[config.mk]
export PLATFORM = sky130hd
export DESIGN_NAME = interpolated_noise_generator
export DESIGN_NICKNAME = d
export VERILOG_FILES = /design/src/rtl/ing_pkg.sv /design/src/rtl/ing_mul.sv /design/src/rtl/interpolated_noise_generator.sv
export VERILOG_INCLUDE_DIRS = /design/src /design/src/rtl
export SDC_FILE = /design/constraint.sdc
export NUM_CORES = 2
export LEC_CHECK = 0
export ABC_CLOCK_PERIOD_IN_PS = 11700
export BUFFER_PORTS_ARGS = -buffer_cell sky130_fd_sc_hd__buf_2
export CORE_MARGIN = 2
export CORE_UTILIZATION = 48
export DETAILED_ROUTE_END_ITERATION = 10
export PLACE_DENSITY = 0.65
export SLEW_MARGIN = 20
export SYNTH_ARGS = -nofsm -noshare
export SYNTH_HDL_FRONTEND = slang
export SYNTH_SLANG_ARGS = --single-unit
[constraint.sdc]
create_clock -name aclk -period 11.7 [get_ports aclk]
set_clock_uncertainty 0.2 [all_clocks]
set_input_delay 0.585 -clock aclk [delete_from_list [all_inputs] [get_ports aclk]]
set_output_delay 0.585 -clock aclk [all_outputs]
set_load 0.02 [all_outputs]
[src/rtl/interpolated_noise_generator_defines.svh]
// Assertion helpers shared by the RTL.
`ifndef INTERPOLATED_NOISE_GENERATOR_DEFINES_SVH
`define INTERPOLATED_NOISE_GENERATOR_DEFINES_SVH

// Checked only while out of reset.
`define ING_ASSERT(lbl, clk, rstn, prop, msg) \
    lbl: assert property (@(posedge clk) disable iff (!rstn) prop) else $error(msg);

// Checked on every edge, reset included.
`define ING_ASSERT_ALWAYS(lbl, clk, prop, msg) \
    lbl: assert property (@(posedge clk) prop) else $error(msg);

`endif

[src/rtl/ing_pkg.sv]
`default_nettype none

package ing_pkg;

    localparam int FRAC_BITS   = 16;
    localparam int PH_W        = FRAC_BITS + 1;
    localparam int LVL_W       = 11;
    localparam int MAG_W       = LVL_W - 1;
    localparam int SEED_W      = 32;
    localparam int LERP_W      = LVL_W + FRAC_BITS + 1;
    localparam int MUL_W       = (LERP_W > SEED_W) ? LERP_W + 1 : SEED_W + 1;
    localparam int PROD_W      = 2 * MUL_W;
    localparam int CFG_IDX_W   = 2;
    localparam int CFG_DATA_W  = 32;
    localparam int S_TDATA_W   = 8;
    localparam int M_TDATA_W   = 16;
    localparam int LCG_STEPS   = 6;
    localparam int LCG_CNT_W   = 3;
    localparam int MAG_DRAW    = 2;  // last generator step of the magnitude draw
    localparam int RAND_LSB    = 16;

    localparam logic [PH_W-1:0]   ONE_Q          = PH_W'(1) << FRAC_BITS;
    localparam logic [PH_W-1:0]   PHASE_STEP_RST = PH_W'(6554);
    localparam logic [PH_W-1:0]   VOLUME_RST     = ONE_Q >> 1;
    localparam logic [SEED_W-1:0] SEED_RST       = '0;
    localparam logic [SEED_W-1:0] LCG_MUL        = 32'd1103515245;
    localparam logic [SEED_W-1:0] LCG_ADD        = 32'd12345;

    typedef enum logic [CFG_IDX_W-1:0] {
        REG_PHASE_STEP  = 2'd0,
        REG_VOLUME_GAIN = 2'd1,
        REG_SEED_START  = 2'd2
    } cfg_reg_t;

endpackage

`default_nettype wire

[src/rtl/ing_mul.sv]
`default_nettype none

// Shared signed multiplier, product registered when enabled.
module ing_mul
    import ing_pkg::*;
(
    input  wire logic                     aclk,
    input  wire logic                     en,
    input  wire logic signed [MUL_W-1:0]  a,
    input  wire logic signed [MUL_W-1:0]  b,
    output logic signed [PROD_W-1:0]      p
);

    logic signed [PROD_W-1:0] p_reg;

    always_ff @(posedge aclk) begin
        if (en) begin
            p_reg <= a * b;
        end
    end

    assign p = p_reg;

endmodule

`default_nettype wire

[src/rtl/interpolated_noise_generator.sv]
// Channel   | Direction | Payload
// s_axis    | in        | tdata[0] tick, [7:1] zero
// m_axis    | out       | tdata[10:0] sample (two's complement), [15:11] zero
// cfg       | in        | cfg_index register, cfg_data value
//
// A tick that continues the current segment passes S_ADV, S_LERP_MUL,
// S_LERP_ADD, S_VOL_MUL and S_OUT to the result register; one that opens a
// new segment first takes six generator steps (multiply then add) on the
// shared multiplier. A zero tick is consumed with no result.
// aresetn is synchronous, active low; cfg_ready is always high.
// The result register holds while a result is pending and m_axis_tready is low; a new tick is still
// taken, and its result waits in the final state until the register frees.
`default_nettype none
`include "interpolated_noise_generator_defines.svh"

module interpolated_noise_generator
    import ing_pkg::*;
(
    input  wire logic                   aclk,
    input  wire logic                   aresetn,
    input  wire logic                   s_axis_tvalid,
    output logic                        s_axis_tready,
    input  wire logic [S_TDATA_W-1:0]   s_axis_tdata,   // [0] tick
    output logic                        m_axis_tvalid,
    input  wire logic                   m_axis_tready,
    output logic [M_TDATA_W-1:0]        m_axis_tdata,   // [10:0] sample
    input  wire logic                   cfg_valid,
    output logic                        cfg_ready,
    input  wire logic [CFG_IDX_W-1:0]   cfg_index,
    input  wire logic [CFG_DATA_W-1:0]  cfg_data
);

    typedef enum logic [2:0] {
        S_IDLE,
        S_LCG_MUL,
        S_LCG_ADD,
        S_ADV,
        S_LERP_MUL,
        S_LERP_ADD,
        S_VOL_MUL,
        S_OUT
    } state_t;

    state_t                     state_reg, state_next;
    logic [PH_W-1:0]            phase_step_reg, phase_step_next;
    logic [PH_W-1:0]            volume_reg, volume_next;
    logic [SEED_W-1:0]          seed_reg, seed_next;
    logic                       started_reg, started_next;
    logic signed [LVL_W-1:0]    now_reg, now_next;
    logic signed [LVL_W-1:0]    goal_reg, goal_next;
    logic [PH_W-1:0]            phase_reg, phase_next;
    logic [MAG_W-1:0]           mag_reg, mag_next;
    logic [LCG_CNT_W-1:0]       cnt_reg, cnt_next;
    logic signed [LERP_W-1:0]   lerp_reg, lerp_next;
    logic                       m_valid_reg, m_valid_next;
    logic [LVL_W-1:0]           sample_reg, sample_next;

    logic                       mul_en;
    logic signed [MUL_W-1:0]    mul_a, mul_b;
    logic signed [PROD_W-1:0]   prod;

    logic [PH_W-1:0]            step_cl, vol_cl, t_cl;
    logic signed [LVL_W:0]      diff;
    logic [SEED_W-1:0]          lcg_val;
    logic                       out_free, in_acc, new_seg;
    logic [LVL_W-1:0]           mag_ext;

    ing_mul u_mul (
        .aclk (aclk),
        .en   (mul_en),
        .a    (mul_a),
        .b    (mul_b),
        .p    (prod)
    );

    assign step_cl  = (phase_step_reg > ONE_Q) ? ONE_Q : phase_step_reg;
    assign vol_cl   = (volume_reg > ONE_Q) ? ONE_Q : volume_reg;
    assign t_cl     = (phase_reg > ONE_Q) ? ONE_Q : phase_reg;
    assign diff     = {goal_reg[LVL_W-1], goal_reg} - {now_reg[LVL_W-1], now_reg};
    assign lcg_val  = prod[SEED_W-1:0] + LCG_ADD;
    assign out_free = !m_valid_reg || m_axis_tready;
    assign in_acc   = s_axis_tvalid && s_axis_tready;
    assign new_seg  = !started_reg || (phase_reg >= ONE_Q);
    assign mag_ext  = LVL_W'(mag_reg);

    // operand select for the shared multiplier
    always_comb begin
        mul_en = 1'b0;
        mul_a  = '0;
        mul_b  = '0;
        unique case (state_reg)
            S_LCG_MUL: begin
                mul_en = 1'b1;
                mul_a  = MUL_W'(seed_reg);
                mul_b  = MUL_W'(LCG_MUL);
            end
            S_LERP_MUL: begin
                mul_en = 1'b1;
                mul_a  = MUL_W'(diff);
                mul_b  = MUL_W'(t_cl);
            end
            S_VOL_MUL: begin
                mul_en = 1'b1;
                mul_a  = MUL_W'(lerp_reg);
                mul_b  = MUL_W'(vol_cl);
            end
            default: begin
                mul_en = 1'b0;
            end
        endcase
    end

    always_comb begin
        state_next      = state_reg;
        phase_step_next = phase_step_reg;
        volume_next     = volume_reg;
        seed_next       = seed_reg;
        started_next    = started_reg;
        now_next        = now_reg;
        goal_next       = goal_reg;
        phase_next      = phase_reg;
        mag_next        = mag_reg;
        cnt_next        = cnt_reg;
        lerp_next       = lerp_reg;
        m_valid_next    = m_valid_reg && !m_axis_tready;
        sample_next     = sample_reg;

        if (cfg_valid) begin
            unique case (cfg_index)
                REG_PHASE_STEP:  phase_step_next = cfg_data[PH_W-1:0];
                REG_VOLUME_GAIN: volume_next     = cfg_data[PH_W-1:0];
                REG_SEED_START:  seed_next       = cfg_data[SEED_W-1:0];
                default: ;
            endcase
        end

        unique case (state_reg)
            S_IDLE: begin
                if (in_acc && s_axis_tdata[0]) begin
                    cnt_next   = '0;
                    state_next = new_seg ? S_LCG_MUL : S_ADV;
                end
            end
            S_LCG_MUL: begin
                state_next = S_LCG_ADD;
            end
            S_LCG_ADD: begin
                seed_next = lcg_val;
                cnt_next  = cnt_reg + 1'b1;
                if (cnt_reg == LCG_CNT_W'(MAG_DRAW)) begin
                    mag_next = lcg_val[RAND_LSB +: MAG_W];
                end
                if (cnt_reg == LCG_CNT_W'(LCG_STEPS - 1)) begin
                    now_next     = goal_reg;
                    goal_next    = lcg_val[RAND_LSB] ? signed'(mag_ext)
                                                     : -signed'(mag_ext);
                    phase_next   = '0;
                    started_next = 1'b1;
                    state_next   = S_ADV;
                end else begin
                    state_next = S_LCG_MUL;
                end
            end
            S_ADV: begin
                phase_next = phase_reg + step_cl;
                state_next = S_LERP_MUL;
            end
            S_LERP_MUL: begin
                state_next = S_LERP_ADD;
            end
            S_LERP_ADD: begin
                // level_now scaled to the phase format plus diff * t
                lerp_next  = {now_reg[LVL_W-1], now_reg, {FRAC_BITS{1'b0}}}
                             + prod[LERP_W-1:0];
                state_next = S_VOL_MUL;
            end
            S_VOL_MUL: begin
                state_next = S_OUT;
            end
            S_OUT: begin
                if (out_free) begin
                    // upper bits of the product are the floored quotient
                    sample_next  = prod[2*FRAC_BITS +: LVL_W];
                    m_valid_next = 1'b1;
                    state_next   = S_IDLE;
                end
            end
            default: begin
                state_next = S_IDLE;
            end
        endcase
    end

    always_ff @(posedge aclk) begin
        if (!aresetn) begin
            state_reg      <= S_IDLE;
            phase_step_reg <= PHASE_STEP_RST;
            volume_reg     <= VOLUME_RST;
            seed_reg       <= SEED_RST;
            started_reg    <= 1'b0;
            now_reg        <= '0;
            goal_reg       <= '0;
            phase_reg      <= '0;
            cnt_reg        <= '0;
            m_valid_reg    <= 1'b0;
        end else begin
            state_reg      <= state_next;
            phase_step_reg <= phase_step_next;
            volume_reg     <= volume_next;
            seed_reg       <= seed_next;
            started_reg    <= started_next;
            now_reg        <= now_next;
            goal_reg       <= goal_next;
            phase_reg      <= phase_next;
            cnt_reg        <= cnt_next;
            m_valid_reg    <= m_valid_next;
        end
        mag_reg    <= mag_next;
        lerp_reg   <= lerp_next;
        sample_reg <= sample_next;
    end

    assign s_axis_tready = (state_reg == S_IDLE);
    assign m_axis_tvalid = m_valid_reg;
    assign m_axis_tdata  = M_TDATA_W'(sample_reg);
    assign cfg_ready     = 1'b1;

    `ING_ASSERT(a_valid_from_out, aclk, aresetn,
        $rose(m_axis_tvalid) |-> $past(state_reg == S_OUT),
        "result raised outside final state")
    `ING_ASSERT(a_goal_range, aclk, aresetn,
        goal_reg != signed'(LVL_W'(1) << (LVL_W - 1)),
        "goal level out of range")
    `ING_ASSERT(a_lcg_count, aclk, aresetn,
        (state_reg == S_LCG_MUL || state_reg == S_LCG_ADD) |-> cnt_reg < LCG_CNT_W'(LCG_STEPS),
        "generator step count overrun")
    `ING_ASSERT(a_new_seg, aclk, aresetn,
        (in_acc && s_axis_tdata[0] && new_seg) |=> state_reg == S_LCG_MUL,
        "new segment not started")
    `ING_ASSERT_ALWAYS(a_reset_idle, aclk,
        $past(!aresetn) |-> (state_reg == S_IDLE && !m_axis_tvalid),
        "not idle after reset")

endmodule

`default_nettype wire
==> flow_summary.ini <==
[sta]
setup_viol = 0
tightest_slew_ps = 1070
slew-limit-headroom = 0.284
whs_ps = 116
hold_viol = 0
period_minus_slack_ps = 10880
rsz0062_at_grt = false
max_freq_ghz = 0.0919
drv_slew = 0
timing.setup.tns_ps = 0
min_period_over_period = 0.930

[floorplan]
start_util = 0.486
die_w_um = 259
ios = 66
placementRows = 93
die_area_mm2 = 0.0673
fp.dieH_um = 259
core_area_mm2 = 0.0645

[grt]
overflow = 0
grt_max_degree = 96
grt_use_total = 0.284
antenna_found_initial = 4
grt_pass1_vias = 23900
grt_pass1_wl_mm = 143

[finish]
largest_reg_flops = 43
layout-drive-gt1-share = 0.0563
final_nets = 4276
final_cell_area_mm2 = 0.0336
layout.cells.non_filler = 4285
area_delta_synth_final_pct = 7.12

[clocking]
clockBufferDepth = 3
h-tree-depth = 1
numClockSinks = 205
path_clk_slew_ps = 60
cts_tree = yes
clk_latency_ps = 560
cts-root-buf = clkbuf_16
cts-buffers-inserted = 23
post_cts.repair.setup_buffers = 0

[pwr]
p_leak_nw = 16.3
fin_total_pwr_mw = 1.83
netSwitchingFraction = 0.294
power_frac_clock = 0.409
power_density_mw_per_mm2 = 54.4
pwr-share-seq = 0.435
vdd_ir_drop_max_mv = 0.131
combPwrFrac = 0.156
p_sw_mw = 0.537
p_int_mw = 1.29

[yosys]
synth-async-reset-ratio = 0
yosysWarnings = 0
synth_area_mm2 = 0.0313
ys_ff_latch = 205
netlist.top_cell.by_area = fa_1
synth_cells = 3398
yosysSeqAreaShare = 0.160
synth_area_per_cell_um2 = 9.22
synth_top_area_frac = 0.370
synth_top_cells_by_area = fa_1, ha_1, edfxtp_1
yosys.cell_types.count = 62
synth_edf_count = 92
synthFlopType = dfxtp_1

[route]
viasPerCell = 5.51
via_count = 23600
wl_per_cell_um = 21.4
first_pass_iters = 6
first_iter_violations = 2118
detail-route-antenna-nets = 0
totalWireLength_mm = 91.8
drc_errors = 0

[critical_path]
crit_required_ps = 11790
cp_top_family = adder cells
critPathBufInv = 6
crit_type = reg2reg
endpoint_kind = flop
crit_top_cell = fa_1
slowest_stage = nor2_1
critPathMaxStageDelay_ps = 680
startpoint_type = flop
arrival_ps = 10970
cp_max_fo = 8

[run]
max_cap_viol_count = 0

[placed_design]
gp_congestion = 0.958
port-buffer-count = 52
dp_cells = 4242
dpl_cell_area_mm2 = 0.0328
dp_hpwl_mm = 74.4

[worst_hold_path]
hold_path_class = in2reg

[status]
status = finished clean
-- per-stage QoR --
| stage | util | setup WS (ps) |
|---|---|---|
| after floorplan | - | 2310 |
| after global placement | 0.509 | 1030 |
| after detailed placement | 0.509 | 960 |
| after CTS | 0.520 | 890 |
| after global routing | 0.521 | 216 |
| final | 0.521 | 818 |
-- cell usage after synthesis (10+ instances only) --
cell and instances:
o211a_1 35, a221o_1 12, o21a_1 12, a21boi_0 52, a221oi_1 10, mux2i_1 34
and3_1 16, xor2_1 27, xnor2_1 101, a211o_1 18, a21o_1 40, nand3_1 55
o21ai_0 60, nand4_1 10, nand2b_1 12, nor2b_1 29, nand2_1 444, fa_1 579
a21oi_1 88, and2_1 49, inv_1 676, a211oi_1 18, o21bai_1 14, edfxtp_1 92
nor4_1 15, dfxtp_1 113, clkbuf_1 129, nor2_1 303, nor3_1 12, ha_1 238
-- power groups by stage --
stage	clock network, mW	registers (mW)	logic, mW
3_5_place_dp	0	0.808	0.277
6_report	0.747	0.794	0.285
2_1_floorplan	0	0.798	0.181
5_1_grt	0.783	0.795	0.310
3_3_place_gp	0	0.808	0.275
4_1_cts	0.756	0.793	0.280
-- kinds of logic after synthesis --
logic type / synth area share
AO/OA/AOI/OAI: 0.0954
XOR/XNOR: 0.0365
flip-flops: 0.160
other: 0.000240
AND/OR/NAND/NOR: 0.132
adder cells (fa/ha/maj): 0.465
multiplexers: 0.0112
buffers and inverters: 0.0990
-- cell type report --
cell class	count	area (um^2)
Clock inverter	17	155
Antenna cell	1	2.50
Clock buffer	25	603
Timing Repair Buffer	129	841
Tap cell	855	1070
Inverter	676	2540
Multi-Input combinational cell	2377	23300
Sequential cell	205	5020
Fill cell	6035	30900
-- worst min-delay path, cell delays in order --
cell,delay [ps]
buf_2,120
nand2_1,50
a21boi_0,60
-- layer usage --
metal	global-route usage	vias to the layer above	wire length [um]
li1	-	10600	-
met1	0.400	11900	38600
met4	0.114	0	4150
met2	0.444	989	41000
met5	0	-	0
met3	0.0394	154	8160
-- path summary, 6_finish.rpt --
kind | cells after the start | startpoint | to | slack (ps)
max | 36 | now_reg[1]$_SDFFE_PN0P_ | u_mul.p[40]$_DFFE_PP_ | 820
min | 3 | cfg_data[0] | phase_step_reg[0]$_SDFFE_PN0P_ | 120
max reg2reg | 36 | now_reg[1]$_SDFFE_PN0P_ | u_mul.p[40]$_DFFE_PP_ | 820
min reg2reg | 0 | u_mul.p[42]$_DFFE_PP_ | sample_reg[10]$_DFFE_PP_ | 220
-- cell usage in the layout (no fill, tap or decap), types with 78 or more instances in the layout --
cell | synthesis | layout
buf_4 | 6 | 78
xnor2_1 | 101 | 101
a21oi_1 | 88 | 86
nand2_1 | 444 | 443
inv_1 | 676 | 676
ha_1 | 238 | 238
nor2_1 | 303 | 302
edfxtp_1 | 92 | 92
dfxtp_1 | 113 | 113
fa_1 | 579 | 579
-- repair_timing --
item,in CTS,in global routing
endpoints found under the setup margin,0,1
resized for setup,0,1
hold buffers,0,0
Note: power is estimated with default switching activity, not from simulation.
